## config.mk

```make
export PLATFORM = sky130hd
export DESIGN_NAME = bidr_filter
export DESIGN_NICKNAME = d
export VERILOG_FILES = /design/src/hdl/bidr_pkg.sv /design/src/hdl/bidr_filter.sv
export SDC_FILE = /design/constraint.sdc
export NUM_CORES = 1
export LEC_CHECK = 0
export BUFFER_PORTS_ARGS = -buffer_cell sky130_fd_sc_hd__clkbuf_2
export CAP_MARGIN = 20
export CORE_UTILIZATION = 48
export DETAILED_ROUTE_END_ITERATION = 10
export GPL_ROUTABILITY_DRIVEN = 0
export PLACE_DENSITY_LB_ADDON = 0.25
export SETUP_SLACK_MARGIN = 0.2
export SYNTH_ARGS = -nofsm -noshare
export SYNTH_HDL_FRONTEND = slang
export SYNTH_SLANG_ARGS = --single-unit
export TNS_END_PERCENT = 5
```

## constraint.sdc

```tcl
create_clock -name vclk -period 5.4
set_clock_uncertainty 0.05 [all_clocks]
set_input_delay 0.54 -clock vclk [all_inputs]
set_output_delay 0.54 -clock vclk [all_outputs]
set_load 0.01 [all_outputs]
```

## src/hdl/bidr_pkg.sv

```systemverilog
// ----------------------------------------------------------------------------
// bidr_pkg
// shared types, constants and the bit-pair byte rebuild function
// ----------------------------------------------------------------------------
package bidr_pkg;

    localparam int MAX_ROW_WORDS_DEF = 1024;

    localparam int PIXEL_BYTES_W = 3;
    localparam int ROW_WORDS_W   = 11;
    localparam int ROW_COUNT_W   = 16;
    localparam int CFG_DATA_W    = 16;
    localparam int CFG_INDEX_W   = 2;

    localparam logic [PIXEL_BYTES_W-1:0] PIXEL_BYTES_RST = 3'd4;
    localparam logic [ROW_WORDS_W-1:0]   ROW_WORDS_RST   = 11'd1024;
    localparam logic [ROW_COUNT_W-1:0]   ROW_COUNT_RST   = 16'd1;

    localparam logic [7:0] BYTE_MASK = 8'hFF;

    // configuration register indexes
    typedef enum logic [CFG_INDEX_W-1:0] {
        CFG_PIXEL_BYTES = 2'd0,
        CFG_ROW_WORDS   = 2'd1,
        CFG_ROW_COUNT   = 2'd2
    } t_cfg_idx;

    // per-word filter control, decided when the word is taken in
    typedef struct packed {
        logic row_first;   // word belongs to the first row of the frame
        logic has_prev;    // not the first word of its row
        logic pb_three;    // three bytes per pixel
    } t_word_ctl;

    // gather bit pair j of each quarter byte, then unfold the sign-like low bit
    function automatic logic [7:0] rebuild_byte(
        input logic [7:0] a,
        input logic [7:0] b,
        input logic [7:0] c,
        input logic [7:0] d,
        input logic [1:0] j
    );
        logic [7:0] v;
        logic [2:0] sh;
        sh = {j, 1'b0};
        v  = {a[sh +: 2], b[sh +: 2], c[sh +: 2], d[sh +: 2]};
        if (v[0]) begin
            return {1'b0, v[7:1]} ^ BYTE_MASK;
        end
        return {1'b0, v[7:1]};
    endfunction

endpackage

```

## src/hdl/bidr_filter.sv

```systemverilog
// ----------------------------------------------------------------------------
// bidr_filter
// byte rebuild and delta restore for one four-byte word
// ----------------------------------------------------------------------------
module bidr_filter
    import bidr_pkg::*;
(
    input  logic [7:0]  i_a,
    input  logic [7:0]  i_b,
    input  logic [7:0]  i_c,
    input  logic [7:0]  i_d,
    input  t_word_ctl   i_ctl,
    input  logic [31:0] i_prev_word,
    input  logic [31:0] i_above_word,
    output logic [31:0] o_word
);

    logic [7:0]  raw   [4];
    logic [7:0]  res   [4];
    logic [31:0] prev_eff;

    always_comb begin
        for (int k = 0; k < 4; k++) begin
            raw[k] = rebuild_byte(i_a, i_b, i_c, i_d, 2'(k));
        end
        prev_eff = i_ctl.has_prev ? i_prev_word : '0;

        if (!i_ctl.row_first) begin
            // later rows: add the byte above
            for (int k = 0; k < 4; k++) begin
                res[k] = raw[k] + i_above_word[8*k +: 8];
            end
        end else if (i_ctl.pb_three) begin
            // 24-bit pixels: left neighbor straddles the word boundary
            res[0] = raw[0] + prev_eff[15:8];
            res[1] = raw[1] + prev_eff[23:16];
            res[2] = raw[2] + prev_eff[31:24];
            res[3] = raw[3] + res[0];
        end else begin
            for (int k = 0; k < 4; k++) begin
                res[k] = raw[k] + prev_eff[8*k +: 8];
            end
        end

        o_word = {res[3], res[2], res[1], res[0]};
    end

endmodule

```

==> metrics.md, run 1 <==
| Metric | Value |
|---|---|
| Hold-fix buffers at CTS | `0` |
| Core area | `0.00635 mm2` |
| Post-synthesis xor/xnor area fraction | `0.211` |
| Post-synth top area share | `0.131` |
| Die extent in x | `82.9 um` |
| Yosys Warn Count | `0` |
| Vias/cell | `5.62` |
| Run status | `completed` |
| Crit path launch type | `input pin` |
| Post-synth top cells | `42 x nor2_1, 38 x a21oi_1, 36 x xor2_1` |
| Critical Path Fanout Max | `6` |
| DRT Pass-1 Iters | `4` |
| Detailed Place HPWL | `7750 um` |
| Slew Limit Fails | `0` |
| VDD IR-drop max | `126 uV` |
| CTS resizes | `0` |
| Worst Hold Class | `input pin to output port` |
| Synth area leaders | `ha_1 13%, xor2_1 10%, xnor2_1 9.5%` |
| Count of different cell masters after synthesis | `60` |
| CLK BUF | `0` |
| Overflow after GRT | `0` |
| Sequential-to-total area share from yosys stat | `0` |
| Io pins | `131` |
| Worst slew margin relative to its limit | `0.632` |
| Die Area | `0.00687 mm2` |
| Std-Cell Rows | `29` |
| Share of cells above drive strength 1 | `0.264` |
| Final WL | `9210 um` |
| Leading cell type by number of instances after synthesis | `nor2_1` |
| Gr usage total | `0.259` |
| Setup Buffers After CTS | `0` |
| Seq Cell Count | `0` |
| Vias | `3524` |
| Synth area leader | `ha_1` |
| Nets@finish | `690` |
| Worst endpoint data arrival time | `3.94 ns` |
| Crit share post-route | `0.838` |
| Mux share of post-synthesis cell area | `0.0733` |
| Fmax | `221 MHz` |
| Initial Util | `0.495` |
| Crit end category | `output port` |
| Largest family of logic cells by synthesized area | `compound AO/OA/AOI/OAI gates` |
| Post-synthesis compound-gate area fraction | `0.272` |
| Post-Synth Simple-Gate Area | `0.186` |
| CP Class | `input pin to output port` |
| Register Area | `0 um2` |
| TNS Setup | `0 ns` |
| Syn_nets | `579` |
| Util after Layout | `0.600` |
| Worst Tran Pin Value | `0.550 ns` |
| Antenna Nets Post-Route | `0` |
| # DRC | `0` |
| Antenna Cells | `0` |
| Largest net degree at the start of global routing | `25` |
| Count of input and output buffers | `131` |
| Critical Path RT | `4.81 ns` |
| Synth Area in Adders | `0.186` |
| RSZ-0062 raised after global routing | `no` |
| Chip height | `82.9 um` |
| Fill cells | `616` |
| Hold Path Stages | `4` |
| PD cells | `150 mW/mm2` |
| Syn avg cell area | `7.12 um2` |
| Detailed router's first-iteration violation count | `149` |
| Final Hold Fails | `0` |
| Area Growth Syn to Fin | `21.2%` |
| Synthesized instance count | `441` |
| Antenna violations before repair | `0` |
| Setup-failing EPs final | `0` |
| WL/cell | `14.7 um` |
| Fin crit period | `4.53 ns` |
| Area of the mapped netlist | `0.00314 mm2` |
| Vias in the first global route | `3406` |
| Global-route wire length before repair | `15300 um` |
| Max cap viols | `0` |
| Leakage | `1.95 nW` |
cells in the final DEF (no fill, tap or decap), types with 4 or more instances in the layout:
cell	Yosys	layout
a31oi_1	4	4
ha_1	33	33
a21oi_1	38	38
fa_1	6	6
nand3_1	5	5
nand2b_1	8	8
o21ai_0	23	23
and2_1	10	10
maj3_1	4	4
o211ai_1	4	4
a221oi_1	4	4
clkbuf_2	0	131
o31ai_1	5	5
nor3_1	7	7
xor2_1	36	36
nor2_1	42	42
a21o_1	9	9
mux2i_1	23	23
nand2_1	27	27
inv_1	22	22
xnor2_1	34	34
o21bai_1	4	4
o2bb2ai_1	12	12
nor2b_1	8	8
buf_4	5	6
power breakdown:
group | switching (W) | leakage, nW | internal (W)
Sequential | 0 | 0 | 0
Combinational | 0.000312 | 1.95 | 0.000258
Clock | 0 | 0 | 0
layer usage:
layer	track usage	routed length, um
met5	0	0
met4	0.0282	76
met3	0.0169	600
met2	0.463	4480
met1	0.351	4050
critical path: stages:
cell	delay [ns]
clkbuf_2	0.11
xor2_1	0.16
buf_4	0.16
ha_1	0.29
a21o_1	0.19
maj3_1	0.39
mux2i_1	0.14
a32oi_1	0.09
xnor2_1	0.20
a221oi_1	0.25
nor2_1	0.07
ha_1	0.31
o21ai_0	0.16
nor2_1	0.08
o41a_1	0.33
xnor2_1	0.18
xnor2_1	0.13
clkbuf_2	0.15
final cells by class:
| type | instances | area, um2 | share of cell area |
|---|---|---|---|
| Inverter | 25 | 93.8 | 0.0246 |
| Multi-Input combinational cell | 388 | 2920 | 0.766 |
| Timing Repair Buffer | 137 | 701 | 0.184 |
| Tap cell | 77 | 96.3 | 0.0253 |
final timing paths:
path | from | endpoint | slack, ns
worst max-delay path | i_d[0] | o_word[31] | 0.87
worst min-delay path | i_above_word[8] | o_word[8] | 1.45
kinds of logic after synthesis:
logic type                 after synthesis
buffers and inverters                   53
muxes                                   23
AOI/OAI and AO/OA                      128
xor gates and xnor gates                73
adders and majority gates               44
and+or+nand+nor                        120
stage by stage:
stage / cells / hold WS, ns / power [W] / area, um2 / worst slack, ns
6_report: 627 / 1.45 / 0.000570 / 3810 / 0.874
5_1_grt: 627 / 1.47 / 0.000629 / 3810 / 0.583
4_1_cts: 627 / 1.45 / 0.000570 / 3810 / 0.882
3_5_place_dp: 627 / 1.45 / 0.000568 / 3810 / 0.891
3_3_place_gp: 627 / 1.45 / 0.000554 / 3810 / 0.960
2_1_floorplan: 441 / 1.23 / 0.000388 / 3140 / 0.619
No activity file was read; power rests on OpenSTA's default activity.
==> inputs of run 2 (changes only) <==
==> constraint.sdc (replaced) <==
create_clock -name vclk -period 4.56
set_clock_uncertainty 0.05 [all_clocks]
set_input_delay 0.456 -clock vclk [all_inputs]
set_output_delay 0.456 -clock vclk [all_outputs]
set_load 0.01 [all_outputs]
==> run 2 against run 1 <==
Against the previous run: global-route usage rose by 0.24 points; cell area grew 2.4%; final cell count grew 0.80%; combinational power rose by 21%; non-clock buffer count is 5 higher; via count grew 0.40%; sequential share of layout area unchanged; die area unchanged; worst hold slack got worse by 0.17 ns; critical path depth is 1 lower.
==> metrics.md, run 2 (synthesis results as in run 1) <==
| Metric | Value |
|---|---|
| Overflow after GRT | `0` |
| Nets@finish | `695` |
| WL/cell | `14.8 um` |
| Worst endpoint data arrival time | `3.67 ns` |
| # DRC | `0` |
| Crit path launch | `i_c[0]` |
| Post-route non-filler standard cell count | `632` |
| Max cap viols | `0` |
| Fmax | `240 MHz` |
| Io pins | `131` |
| Chip height | `82.9 um` |
| Worst path bufs/invs | `2` |
| Vias | `3538` |
| Setup-failing EPs final | `0` |
| Share of cells above drive strength 1 | `0.285` |
| Crit share post-route | `0.915` |
| Hold-fix buffers at CTS | `0` |
| Initial Util | `0.495` |
| Die extent in x | `82.9 um` |
| Critical Path RT | `4.05 ns` |
| Largest net degree at the start of global routing | `24` |
| Hold slack | `1.29 ns` |
| Detailed router's first-iteration violation count | `216` |
| Std-Cell Rows | `29` |
| Worst slew margin relative to its limit | `0.653` |
| Area Growth Syn to Fin | `24.1%` |
| Critical Path Most Common Cell | `xnor2_1` |
| Count of input and output buffers | `131` |
| CP max-delay cell | `maj3_2` |
| Worst Hold Class | `input pin to output port` |
| Multi-input logic area | `0.00297 mm2` |
| Detailed Place HPWL | `7820 um` |
| DP Worst Slack | `0.196 ns` |
| Top delay family on crit path | `compound AO/OA/AOI/OAI gates` |
| Max incr delay on CP | `0.33 ns` |
| Crit end category | `output port` |
| Commonest cells after routing, fill and taps aside | `129 x clkbuf_2, 42 x nor2_1, 38 x a21oi_1` |
| Final Hold Fails | `0` |
| Vias/cell | `5.60` |
| Global-route wire length before repair | `15400 um` |
| Fin crit period | `4.17 ns` |
| Cells along the critical path | `clkbuf_2, xor2_4, ha_4, a21o_1, maj3_2, mux2i_1, a32oi_1, xnor2_1, a221oi_1, nor2_1, ha_1, o21ai_1, nor2_1, o41a_1, xnor2_1, xnor2_1, buf_2` |
| Antenna violations before repair | `0` |
| Vias in the first global route | `3298` |
| Gr usage total | `0.261` |
| Most common cell after layout, fill and taps aside | `clkbuf_2` |
| CLK BUF | `0` |
| Slew Limit Fails | `0` |
| VDD IR-drop max | `133 uV` |
| TNS Setup | `0 ns` |
| Antenna Cells | `0` |
| DRT Pass-1 Iters | `4` |
| Run status | `completed` |
| Seq Cell Count | `0` |
| Final WS setup | `0.389 ns` |
| CP Class | `input pin to output port` |
| Leakage | `1.98 nW` |
| Final WL | `9340 um` |
| Die Area | `0.00687 mm2` |
| Core area | `0.00635 mm2` |
| RSZ-0062 raised after global routing | `no` |
| Register Area | `0 um2` |
| Min-delay src | `i_above_word[8]` |
| Worst Tran Pin Value | `0.519 ns` |
| Placed cells | `629` |
| Antenna Nets Post-Route | `0` |
| PD cells | `177 mW/mm2` |
| Fill cells | `621` |
| Crit path launch type | `input pin` |
| Critical Path Fanout Max | `3` |
-- run 2: layout make-up --
type | count | area share
Multi-Input combinational cell | 388 | 0.761
Timing Repair Buffer | 142 | 0.190
Inverter | 25 | 0.0241
Tap cell | 77 | 0.0247
-- run 2: path summary, 6_finish.rpt --
check / end / cells past startpoint
worst max-delay path: o_word[31] / 17
worst min-delay path: o_word[8] / 4
-- run 2: tightest hold or removal path, cell delays in order --
cell       delay (ns)
clkbuf_2         0.08
o2bb2ai_1        0.10
ha_1             0.12
clkbuf_2         0.12
-- run 2: timing repair --
item                       4_1_cts  5_1_grt
hold endpoints to repair         0        0
resized for setup                1       12
pin swaps                        1       10
cloned                           0        0
setup endpoints to repair        1        1
setup buffers                    1        2
-- run 2: metal layers --
layer  wire (um)  vias to the layer above  track usage  part of all wire
met5           0                        -            0                 0
met3         673                       13       0.0209             0.072
met2        4390                      143        0.444              0.47
li1            -                     1798            -                 -
met4         137                        0       0.0345             0.015
met1        4130                     1584        0.368              0.44
-- run 2: power by group --
group,internal (W),switching (W),total [W]
registers,0,0,0
clock network,0,0,0
logic,0.000315,0.000374,0.000689
-- run 2: metrics by stage --
stage / power [W] / util / instance area, um2
finish: 0.000689 / 0.614 / 3900
floorplan: 0.000461 / - / 3160
detailed placement: 0.000675 / 0.605 / 3840
global route: 0.000759 / 0.614 / 3900
CTS: 0.000681 / 0.607 / 3850
global placement: 0.000660 / 0.605 / 3840
==> inputs of run 3 (changes only) <==
--- a/config.mk
+++ b/config.mk
@@ -7,9 +7,10 @@
 export LEC_CHECK = 0
 export BUFFER_PORTS_ARGS = -buffer_cell sky130_fd_sc_hd__clkbuf_2
 export CAP_MARGIN = 20
-export CORE_UTILIZATION = 48
+export CORE_UTILIZATION = 36
 export DETAILED_ROUTE_END_ITERATION = 10
 export GPL_ROUTABILITY_DRIVEN = 0
+export GPL_TIMING_DRIVEN = 0
 export PLACE_DENSITY_LB_ADDON = 0.25
 export SETUP_SLACK_MARGIN = 0.2
 export SYNTH_ARGS = -nofsm -noshare
==> run 3 against run 2 <==
Against the previous run: non-clock buffer count rose by 24; worst setup slack got worse by 0.17 ns; first-iteration DRC count fell by 6.9%; sequential cell count did not move; critical path depth rose by 2; routed wire length rose by 14%; worst hold slack improved by 0.0074 ns; via count rose by 5.1%; critical path type unchanged; largest cell class unchanged; largest power group unchanged.
==> metrics.md, run 3 (synthesis results as in run 1) <==
| Metric | Value |
|---|---|
| Slew Limit Fails | `0` |
| Register Area | `0 um2` |
| Share of cells above drive strength 1 | `0.297` |
| Die extent in x | `95.4 um` |
| VDD IR-drop max | `78.4 uV` |
| Crit end category | `output port` |
| Count of input and output buffers | `123` |
| Die Area | `0.00910 mm2` |
| Detailed router's first-iteration violation count | `201` |
| Area Growth Syn to Fin | `32.9%` |
| Detailed Place HPWL | `8850 um` |
| Fin crit period | `4.34 ns` |
| Hold slack | `1.29 ns` |
| DP Worst Slack | `-0.743 ns` |
| Vias in the first global route | `3472` |
| DRT Pass-1 Iters | `5` |
| Most common cell after layout, fill and taps aside | `clkbuf_2` |
| Crit share post-route | `0.952` |
| Worst Hold Class | `input pin to output port` |
| Hold-fix buffers at CTS | `0` |
| Worst Tran Pin Value | `0.739 ns` |
| Commonest cells after routing, fill and taps aside | `121 x clkbuf_2, 42 x nor2_1, 37 x a21oi_1` |
| PD cells | `174 mW/mm2` |
| CP Class | `input pin to output port` |
| Vias/cell | `5.43` |
| Cells along the critical path | `buf_12, buf_8, buf_12, xor2_4, ha_4, a21o_1, maj3_2, mux2i_2, a32oi_2, xnor2_2, a221oi_2, nor2_1, ha_1, o21ai_1, nor2_1, o41a_1, xnor2_1, xnor2_1, buf_2` |
| Std-Cell Rows | `33` |
| Core area | `0.00834 mm2` |
| Gr usage total | `0.229` |
| Io pins | `131` |
| Setup-failing EPs final | `0` |
| Hold Path Stages | `4` |
| Antenna Nets Post-Route | `0` |
| TNS Setup | `0 ns` |
| Vias | `3717` |
| WL/cell | `15.6 um` |
| Critical Path Fanout Max | `3` |
| Largest net degree at the start of global routing | `11` |
| Worst slew margin relative to its limit | `0.507` |
| CLK BUF | `0` |
| Fill cells | `852` |
| Critical Path RT | `4.05 ns` |
| Fmax | `230 MHz` |
| Final Hold Fails | `0` |
| Antenna violations before repair | `0` |
| Overflow after GRT | `0` |
| Crit path launch type | `input pin` |
| Global-route wire length before repair | `16400 um` |
| # DRC | `0` |
| Util after Layout | `0.501` |
| Seq Cell Count | `0` |
| Chip height | `95.4 um` |
| Max incr delay on CP | `0.33 ns` |
| Initial Util | `0.377` |
| CP max-delay cell | `maj3_2` |
| Final WL | `10700 um` |
| Max cap viols | `0` |
| Run status | `completed` |
| Nets@finish | `719` |
| Leakage | `2.08 nW` |
| Total power | `0.000728 W` |
| Antenna Cells | `0` |
| Worst endpoint data arrival time | `3.83 ns` |
| RSZ-0062 raised after global routing | `yes` |
| Final WS setup | `0.221 ns` |
run 3: cell types whose count changed in the layout (fill, tap and decap cells not counted), moves of 2 or more:
cell	previous run	this run
buf_12	0	2
buf_2	1	7
buf_4	12	17
buf_8	0	3
clkbuf_1	0	14
clkbuf_2	129	121
ha_2	2	0
run 3: worst max-delay path: cells and delay by family:
family / cells / cell delay (ns)
mux: 1 / 0.18
xor+xnor: 4 / 0.67
buf+inv: 4 / 0.48
compound gates: 5 / 1.03
fa+ha+maj: 3 / 0.86
simple gates: 2 / 0.15
run 3: final timing paths:
path | from | to | slack [ns]
setup / recovery | i_d[0] | o_word[31] | 0.22
hold / removal | i_above_word[8] | o_word[8] | 1.29
run 3: report_power, final:
group | internal, W | switching (W) | total [W] | leakage [nW]
sequential | 0 | 0 | 0 | 0
clock | 0 | 0 | 0 | 0
combinational | 0.000337 | 0.000391 | 0.000728 | 2.08
run 3: through the flow:
stage                     instance area, um2  std cells
after floorplan                         3160        441
after global placement                  3910        669
after detailed placement                3910        669
after CTS                               4110        681
after global routing                    4180        684
final                                   4180        684
run 3: layout make-up:
cell class | count | area (um2) | share of cell area
inverters | 25 | 93.8 | 0.0225
plain buffers | 28 | 196 | 0.0470
repair buffers | 138 | 738 | 0.177
multi-input cells | 388 | 3020 | 0.722
well taps | 105 | 131 | 0.0315
run 3: routing by layer:
| layer | part of all wire | global-route usage | up-vias |
|---|---|---|---|
| met5 | 0 | 0 | - |
| met4 | 0.0060 | 0.00871 | 0 |
| met3 | 0.064 | 0.0112 | 6 |
| met2 | 0.48 | 0.415 | 136 |
| met1 | 0.45 | 0.312 | 1730 |
| li1 | - | - | 1845 |
run 3: what timing repair did:
item | 4_1_cts | 5_1_grt
gates resized for setup | 25 | 10
setup endpoints to repair | 5 | 3
cloned | 0 | 0
pin swaps | 15 | 17
hold endpoints to repair | 0 | 0
setup buffers | 12 | 3
